File: src/rtl/fpba_pkg.sv
`default_nettype none
// ---------------------------------------------------------------------------
// fpba_pkg: shared types and constants of the block allocator
// Table sizing, field widths, policy and operation codes, and the item
// and controller interface structures.
// ---------------------------------------------------------------------------
package fpba_pkg;

    localparam int POOL_BYTES = 32768;
    localparam int SLOT_BYTES = 128;
    localparam int ENTRIES    = 256;

    localparam int SIZE_W   = 16;
    localparam int OFFSET_W = 15;
    localparam int INDEX_W  = 8;
    localparam int MODE_W   = 2;

    localparam int IDX_W  = $clog2(ENTRIES);
    localparam int CNT_W  = $clog2(ENTRIES + 1);
    localparam int OFFS_W = $clog2(ENTRIES * SLOT_BYTES + 1);
    localparam int CMP_W  = (OFFS_W > OFFSET_W) ? OFFS_W : OFFSET_W;
    localparam int SUM_W  = ((OFFS_W > 20) ? OFFS_W : 20) + 2;

    localparam logic OP_FREE = 1'b1;

    localparam logic [MODE_W-1:0] MODE_FIRST = 2'd0;
    localparam logic [MODE_W-1:0] MODE_BEST  = 2'd1;
    localparam logic [MODE_W-1:0] MODE_WORST = 2'd2;

    typedef struct packed {
        logic                op;
        logic [SIZE_W-1:0]   request_size;
        logic [OFFSET_W-1:0] free_offset;
    } fpba_in_t;

    typedef struct packed {
        logic                granted;
        logic [OFFSET_W-1:0] block_offset;
        logic [INDEX_W-1:0]  entry_index;
        logic                freed;
        logic [SIZE_W-1:0]   bytes_used;
    } fpba_out_t;

    typedef struct packed {
        logic load;
        logic scan;
        logic commit;
    } fpba_cmd_t;

    typedef struct packed {
        logic scan_done;
        logic out_free;
    } fpba_status_t;

endpackage
`default_nettype wire

File: src/rtl/fpba_ctrl.sv
`default_nettype none
// ---------------------------------------------------------------------------
// fpba_ctrl: allocator sequencer
// Accepts one item, runs the table scan in the datapath, and commits the
// result once the output register is free.
// ---------------------------------------------------------------------------
module fpba_ctrl
(
    input  wire logic                   clk,
    input  wire logic                   rst_n,
    input  wire logic                   in_valid,
    output logic                        in_stall,
    output fpba_pkg::fpba_cmd_t         cmd,
    input  wire fpba_pkg::fpba_status_t status
);
    import fpba_pkg::*;

    localparam logic [1:0] ST_IDLE   = 2'd0;
    localparam logic [1:0] ST_SCAN   = 2'd1;
    localparam logic [1:0] ST_COMMIT = 2'd2;

    logic [1:0] state_reg;
    logic [1:0] state_next;

    always_comb
    begin
        state_next = state_reg;
        in_stall   = 1'b1;
        cmd        = '0;
        case (state_reg)
            ST_IDLE:
            begin
                in_stall = 1'b0;
                if (in_valid)
                begin
                    cmd.load   = 1'b1;
                    state_next = ST_SCAN;
                end
            end
            ST_SCAN:
            begin
                cmd.scan = 1'b1;
                if (status.scan_done)
                begin
                    state_next = ST_COMMIT;
                end
            end
            ST_COMMIT:
            begin
                if (status.out_free)
                begin
                    cmd.commit = 1'b1;
                    state_next = ST_IDLE;
                end
            end
            default:
            begin
                state_next = ST_IDLE;
            end
        endcase
    end

    always_ff @(posedge clk or negedge rst_n)
    begin
        if (!rst_n)
        begin
            state_reg <= ST_IDLE;
        end
        else
        begin
            state_reg <= state_next;
        end
    end

endmodule
`default_nettype wire

File: config.mk
export PLATFORM = sky130hd
export DESIGN_NAME = fpba_ctrl
export DESIGN_NICKNAME = d
export VERILOG_FILES = /design/src/rtl/fpba_pkg.sv /design/src/rtl/fpba_ctrl.sv
export SDC_FILE = /design/constraint.sdc
export NUM_CORES = 1
export LEC_CHECK = 0
export ABC_AREA = 1
export BUFFER_PORTS_ARGS = -buffer_cell sky130_fd_sc_hd__clkbuf_2
export CELL_PAD_IN_SITES_DETAIL_PLACEMENT = 1
export CELL_PAD_IN_SITES_GLOBAL_PLACEMENT = 1
export CORE_AREA = 2 2 39 41
export DETAILED_ROUTE_END_ITERATION = 8
export DIE_AREA = 0 0 41 43
export GPL_TIMING_DRIVEN = 0
export PLACE_DENSITY_LB_ADDON = 0.1
export SLEW_MARGIN = 5
export SYNTH_ARGS = -nofsm -noshare
export SYNTH_HDL_FRONTEND = slang
export SYNTH_SLANG_ARGS = --single-unit
File: constraint.sdc
create_clock -name clk -period 1.9 [get_ports clk]
set_input_delay 0.19 -clock clk [delete_from_list [all_inputs] [get_ports clk]]
set_output_delay 0.19 -clock clk [all_outputs]
set_load 0.01 [all_outputs]
Word-level counts from Yosys, hierarchy flattened
Cells that the tools add are included.

cells by class
  eq/ne operators = 5
  reduce and logical (&&, ||, !) cells = 2
  muxes and demuxes = 10

operator list
  operator                                              number
  two-way mux 1 bit                                     6
  two-way mux 2 bit                                     3
  != test 2 bit (second input constant)                 3
  one-hot mux 2 bit (3 select lines)                    1
  AND reduction 3 bit                                   1
  equality test 2 x 1 -> 1 bit (second input constant)  1
  equality test 2 bit (second input constant)           1
  logical NOT 2 bit                                     1

word-level totals
  output and inout port bits = 4
  flip-flop bits (word level) = 2
  logic and storage cells = 18

Logic depth before layout (Yosys ltp)
Gate-level depths: netlist (run 1).

  depth after elaboration = 3
  gate-level depth with buffers = 3

Worst setup path after synthesis (run 1)
OpenSTA, ideal clock, no wires.

  path kind = register to output
  from = reg state_reg[0]
  to = out cmd[0] (netlist name)
  stages on the path, launching flop included = 4
  data arrival time = 683 ps
  data required time = 1710 ps
  setup slack = 1027 ps
  cells stage by stage = dfrtp_1 > inv_1 > nand2_1 > nor2_1

RTL lines
  what                    RTL line         text
  from (decl)             fpba_ctrl.sv:22  logic [1:0] state_reg;
  from (signal assigned)  fpba_ctrl.sv:71  state_reg <= state_next;
  to (decl)               fpba_ctrl.sv:13  output fpba_pkg::fpba_cmd_t cmd,

==> impl_results.md, run 1 <==
* Status: finished clean
* Seq/Total Area, Yosys at 40.4%
* # H-tree levels at 1
* Simple-gate share of the synthesized area at 35.4%
* Clock sinks at 2
* Max stage delay on crit path at 0.40 ns
* Syn_nets at 24
* Post-Synth Adder-Cell Area at 0%
* Clock Tree Buf Depth at 2
* NumNets Final at 38
* Delay-heaviest family, CP: flip-flops
* CTS root buf: clkbuf_4
* RSZ-0062 raised after global routing: false
* Number of vias per cell at 3.11
* Placer Congestion at 0.591
* Power Density at 1510 nW/um^2
* Total GRT Usage at 5.32%
* First-pass GRT wire length at 565 um
* Max reg flops at 2
* Num CTS Buffers at 3
* Max-cap violations at 0
* Actual slew at the worst max-slew pin at 0.183 ns
* Antenna diode count at 0
* Reg2reg start: state_reg[1]
* Ys Warns at 0
* Slowest CP cell: dfrtp_1
* # setup viols final at 0
* Starting density of the core at 8.95%
* Period utilization at 63.1%
* Maximum VDD drop at 0.415 mV
* Pin count of the biggest net entering global routing at 6
* CP Buf/Inv Count at 3
* Hold Vio Cnt, Final at 0
* Tmin final at 1.20 ns
* Vias in the first global route at 151
* Critical path capture point type: output port
* DRT Wirelength at 330 um
* Core Util, Final at 15.6%
* HPWL after detailed placement at 262 um
* Crit start category: register
* Leakage power total at 0.137 nW
* Register bit total from synthesis at 2
* Layout cells sized above 1 at 41.9%
* IO Pins at 9
* Num rows at 14
* Hold_sp: in_valid
* WP data arrival at 1.01 ns
* Fmax at 0.834 GHz
* Max-slew violations at 0
* Clk_lat worst skew at 0.22 ns
* Aggregate global routing overflow at 0
* Worst-path maximum fanout at 4
* Routed vias at 146
* Die Y at 43 um
* DRC viols at 0
* IO buf count at 8
* Die area at 1760 um^2
* Mux cell area share after synthesis at 0%
* Largest family of logic cells by synthesized area: simple AND/OR/NAND/NOR gates
* Worst hold path depth at 3
* Worst slew margin relative to its limit at 87.8%
* Average wire per standard cell at 7.02 um
* Syn avg cell area at 6.52 um^2
* Most common cell after layout, fill and taps aside: clkbuf_2
* DRC marker count from the first detailed-route iteration at 1
* Hold Crit Class: primary input to register
* Chip Width at 41 um
* CTS tree: yes
* Compound-Gate Fraction of Synth Area at 0%
* Cells after Synth at 19
* Post-DRT Antenna Nets at 0
* Area delta synth->final at 74.7%
* Reg2reg path depth at 3
* Cell depth of the worst setup path at 4
* Core box area at 1380 um^2
* Setup_tns at 0 ns
* Worst path cell trace: inv_1 > nor2_1 > buf_4 > clkbuf_2
* Drt pass-1 iters at 2
* Critical path startpoint: state_reg[0]
* Kind of critical path: register to output port
* Most frequent cells in the layout: 8 x clkbuf_2, 6 x inv_1, 4 x nand2_1, 3 x nand3_1, 3 x clkbuf_4
* Reg clk slew, reported paths at 0.03 ns
* XOR/XNOR Fraction of Synth Area at 0%
* Final Skew at 0.000390 ns
* WP data required at 1.71 ns
* Netlist cell types at 7
* Mapped cell area at 124 um^2
* Initial antenna violation count at 0
==> worst paths after layout <==
kind / to / slack (ns)
max in group asynchronous: state_reg[0] / 1.52
setup / recovery: cmd[1] / 0.70
hold reg to reg: state_reg[0] / 0.58
setup reg to reg: state_reg[1] / 1.16
hold / removal: state_reg[0] / 0.19
min in group asynchronous: state_reg[1] / 0.29
==> timing repair <==
action	CTS	global route
hold buffers	1	0
hold endpoints to repair	2	0
buffers inserted	0	0
gates resized for setup	0	0
==> power by group <==
part           internal, W  total [W]  leakage (nW)  switching (W)
clock            0.0000697  0.0000940        0.0138      0.0000243
sequential       0.0000623  0.0000880        0.0255      0.0000257
combinational    0.0000680   0.000145        0.0979      0.0000775
==> layout make-up <==
cell class	count	area (um^2)
plain buffers	1	7.51
well taps	16	20.0
flip-flops and latches	2	50.0
multi-input cells	10	43.8
inverters	6	22.5
repair buffers	9	50.0
fillers	169	1170
clock buffers	3	22.5
==> synthesized netlist by cell type <==
library cell,count,area [um^2]
buf_4,1,7.51
dfrtp_1,2,50.1
inv_1,6,22.5
nand2_1,4,15.0
nand3_1,3,15.0
nor2_1,2,7.51
nor2_2,1,6.26
==> metal layers <==
| layer | wire length, um | vias up | track usage (%) |
|---|---|---|---|
| met4 | 0 | 0 | 8.00 |
| met1 | 136 | 63 | 5.47 |
| li1 | - | 78 | - |
| met3 | 25 | 0 | 1.57 |
| met2 | 168 | 5 | 6.56 |
| met5 | 0 | - | 0 |
==> through the flow <==
stage / hold WS, ns / total power [W] / instances / setup slack, ns / instance area [um^2]
finish: 0.194 / 0.000328 / 47 / 0.701 / 216
global route: 0.197 / 0.000373 / 47 / 0.597 / 216
detailed placement: -0.0210 / 0.000239 / 43 / 0.921 / 184
CTS: 0.189 / 0.000342 / 47 / 0.677 / 216
floorplan: -0.106 / 0.000180 / 19 / 1.03 / 124
global placement: -0.0235 / 0.000237 / 43 / 0.926 / 184
==> cells by family after synthesis <==
group | after synthesis
buf+inv | 7
flops | 2
simple gates | 10
==> worst reg2reg max path, cell delays in order (launching register included) <==
cell and delay (ns):
dfrtp_1 0.42, inv_1 0.08, nand3_1 0.07, nand2_1 0.06
No activity file was read; power rests on OpenSTA's default activity.
==> inputs of run 2 (changes only) <==
--- a/config.mk
+++ b/config.mk
@@ -5,7 +5,7 @@
 export SDC_FILE = /design/constraint.sdc
 export NUM_CORES = 1
 export LEC_CHECK = 0
-export ABC_AREA = 1
+export ABC_AREA = 0
 export BUFFER_PORTS_ARGS = -buffer_cell sky130_fd_sc_hd__clkbuf_2
 export CELL_PAD_IN_SITES_DETAIL_PLACEMENT = 1
 export CELL_PAD_IN_SITES_GLOBAL_PLACEMENT = 1
==> constraint.sdc (replaced) <==
create_clock -name clk -period 1.2 [get_ports clk]
set_input_delay 0.12 -clock clk [delete_from_list [all_inputs] [get_ports clk]]
set_output_delay 0.12 -clock clk [all_outputs]
set_load 0.01 [all_outputs]
==> run 2 against run 1 <==
The flow now finishes with violations (negative setup slack). Sequential cell count stayed put. Synthesized cell count is 32% lower. First-iteration DRC count stayed put. Synthesized area stayed put. Utilization is 1.3 points higher. Critical path depth is 1 lower. Setup slack worse by 0.70 ns. Global-route usage is 0.70 points lower. Clock skew is 0.0025 ns higher. Non-clock buffer count is 2 higher. Largest power group unchanged.
==> impl_results.md, run 2 <==
* DRC viols at 0 (unchanged)
* Average wire per standard cell at 7.58 um (+8.0%)
* Setup_tns at -0.00207 ns (-0.00207 ns)
* Reg clk slew, reported paths at 0.03 ns (about the same)
* Crit start category: register
* Final Skew at 0.00285 ns (+0.00246 ns)
* Seq/Total Area, Yosys at 40.4% (unchanged)
* Largest cells by area after synthesis: dfrtp_1 40%, nor2b_4 11%, nor3b_2 10%
* Initial antenna violation count at 0 (unchanged)
* Slowest CP cell: dfrtp_2
* HPWL after detailed placement at 245 um (-6.5%)
* Status: finished, violations left
* Chip Width at 41 um (unchanged)
* Max-slew violations at 0 (unchanged)
* Antenna diode count at 0 (unchanged)
* Post-DRT Antenna Nets at 0 (unchanged)
* R2R Path End: state_reg[1]
* Kind of critical path: register to output port
* Ys Warns at 0 (unchanged)
* Max-cap violations at 0 (unchanged)
* IO Pins at 9 (unchanged)
* Count leader, synth: nor2_1
* Vias in the first global route at 134 (-11%)
* Die area at 1760 um^2 (unchanged)
* Tmin final at 1.20 ns
* EDFF count, synth at 0 (unchanged)
* Worst path cell trace: or2_1 > nor2_1 > buf_2
* Setup ws final at -0.00207 ns (-0.703 ns)
* Hold_sp: status[1]
* Clock sinks at 2 (unchanged)
* CTS tree: yes
* Worst slew margin relative to its limit at 85.6% (-2.2 points)
* Hold Vio Cnt, Final at 0 (unchanged)
* WP data arrival at 1.08 ns (+0.07 ns)
* Die Y at 43 um (unchanged)
* Core box area at 1380 um^2 (unchanged)
* Failing checks: negative setup slack
* CTS root buf: clkbuf_4
* Aggregate global routing overflow at 0 (unchanged)
* DRC marker count from the first detailed-route iteration at 1 (unchanged)
* Layout cells sized above 1 at 66.7% (+25 points)
* Main flop type after synthesis: dfrtp_1
* Starting density of the core at 8.95% (unchanged)
* Total GRT Usage at 4.62% (-0.70 points)
* Hold Crit Class: primary input to register
* Max reg flops at 2 (unchanged)
* Netlist cell types at 10 (+3)
* IO buf count at 8 (unchanged)
* Reg2reg path depth at 3 (unchanged)
* Num CTS Buffers at 3 (unchanged)
* Total Power at 0.000590 W (+80%)
* Yosys top cell by area: dfrtp_1
* Syn_nets at 18 (-25%)
* Worst hold path depth at 2 (-1)
* Most common cell after layout, fill and taps aside: clkbuf_2
* Clock Tree Buf Depth at 2 (unchanged)
* Mapped cell area at 124 um^2 (unchanged)
* Area delta synth->final at 88.9%
* Actual slew at the worst max-slew pin at 0.215 ns (+0.0324 ns)
* Period utilization at 100%
* Pin count of the biggest net entering global routing at 5 (-1)
* Fmax at 0.832 GHz
* Worst Hold End: state_reg[0]
* First-pass GRT wire length at 469 um (-17%)
* Fill count at 170 (+0.59%)
* Leakage power total at 0.126 nW (-8.0%)
* NumNets Final at 34 (-11%)
* Critical path startpoint: state_reg[1]
* Power Density at 2520 nW/um^2 (+67%)
* Drt pass-1 iters at 2 (unchanged)
* R2R Setup Slk at 0.23 ns (-0.93 ns)
* Register bit total from synthesis at 2 (unchanged)
* Clk_lat worst skew at 0.22 ns (about the same)
* Reg2reg start: state_reg[1]
* Max stage delay on crit path at 0.42 ns (+0.02 ns)
* Worst-path maximum fanout at 4 (unchanged)
* Maximum VDD drop at 0.808 mV (+95%)
* Cells after Synth at 13 (-6)
* Syn avg cell area at 9.53 um^2 (+46%)
* Num rows at 14 (unchanged)
* Critical path capture point type: output port
* Placer Congestion at 0.624 (+5.6%)
* WP data required at 1.08 ns (-0.63 ns)
* Async S/R FF share, synth at 100% (unchanged)
* Routed vias at 132 (-9.6%)
* # setup viols final at 1 (+1)
* Most frequent cells in the layout: 7 x clkbuf_2, 3 x nor2_1, 3 x buf_4, 3 x clkbuf_4, 2 x dfrtp_2
* Number of vias per cell at 3.07 (-1.2%)
* DRT Wirelength at 326 um (-1.2%)
* Core Util, Final at 16.9% (+1.3 points)
* RSZ-0062 raised after global routing: true
* Top-area cell type share of the netlist area at 40.4% (unchanged)
* # H-tree levels at 1 (unchanged)
* Post-synth top cells: 3 x nor2_1, 2 x dfrtp_1
-- run 2: changes by cell type in the layout (fill, tap and decap cells not counted), moves of 2 or more --
| cell | previous run | this run |
|---|---|---|
| dfrtp_2 | 0 | 2 |
| dfrtp_1 | 2 | 0 |
| inv_1 | 6 | 1 |
| nand3_1 | 3 | 0 |
| buf_4 | 1 | 3 |
| nand2_1 | 4 | 1 |
-- run 2: cell type report --
cell class / instances / area [um^2] / share of cell area [%]
well taps: 16 / 20.0 / 8.56
repair buffers: 11 / 65.1 / 27.8
plain buffers: 1 / 7.51 / 3.21
flip-flops and latches: 2 / 52.6 / 22.5
multi-input cells: 9 / 62.6 / 26.7
inverters: 1 / 3.75 / 1.60
clock buffers: 3 / 22.5 / 9.63
-- run 2: metrics by stage --
stage	hold slack (ns)	cells	setup WS, ns	area (um^2)
finish	0.102	43	-0.00207	234
global route	0.0945	43	-0.0720	234
CTS	0.0948	43	-0.0414	234
detailed placement	-0.0918	37	0.176	184
global placement	-0.0937	37	0.180	184
floorplan	-0.176	13	0.209	124
-- run 2: critical path, delay by kind of cell (launching register included) --
family,cells,cell delay [ns]
simple gates,2,0.31
buf+inv,1,0.13
flops,1,0.42
-- run 2: logic make-up after synthesis --
logic type | count (synthesis) | share of synthesized area, %
compound gates | 2 | 12.1
buf+inv | 2 | 9.09
flops | 2 | 40.4
simple gates | 7 | 38.4
-- run 2: how the worst max path moves through the flow --
| stage | to | slack, ns | cells past startpoint |
|---|---|---|---|
| detailed placement | cmd[2] | 0.18 | 3 |
| global route | cmd[2] | -0.07 | 3 |
| floorplan | cmd[2] | 0.21 | 2 |
| global placement | cmd[2] | 0.18 | 3 |
| CTS | cmd[2] | -0.04 | 3 |
| finish | cmd[2] | -0.002 | 3 |
-- run 2: report_power, final --
| part | total [W] | switching, W | internal, W |
|---|---|---|---|
| clock network | 0.000148 | 0.0000381 | 0.000110 |
| registers | 0.000146 | 0.0000390 | 0.000107 |
| logic | 0.000296 | 0.000121 | 0.000175 |
| total | 0.000590 | 0.000198 | 0.000392 |
-- run 2: per-layer routing --
layer | up-vias | wire (um) | track usage (%) | share of wire, %
li1 | 69 | - | - | -
met1 | 57 | 135 | 3.86 | 41
met2 | 6 | 154 | 5.94 | 47
met3 | 0 | 36 | 3.14 | 11
met4 | 0 | 0 | 6.00 | 0
met5 | - | 0 | 0 | 0
-- run 2: what timing repair did --
item                                   in CTS  in global routing
setup endpoints to repair                   1                  1
pin swaps                                   0                  0
endpoints found under the hold margin       2                  0
hold buffers                                1                  0
gates resized for setup                     2                  1
setup buffers                               2                  0
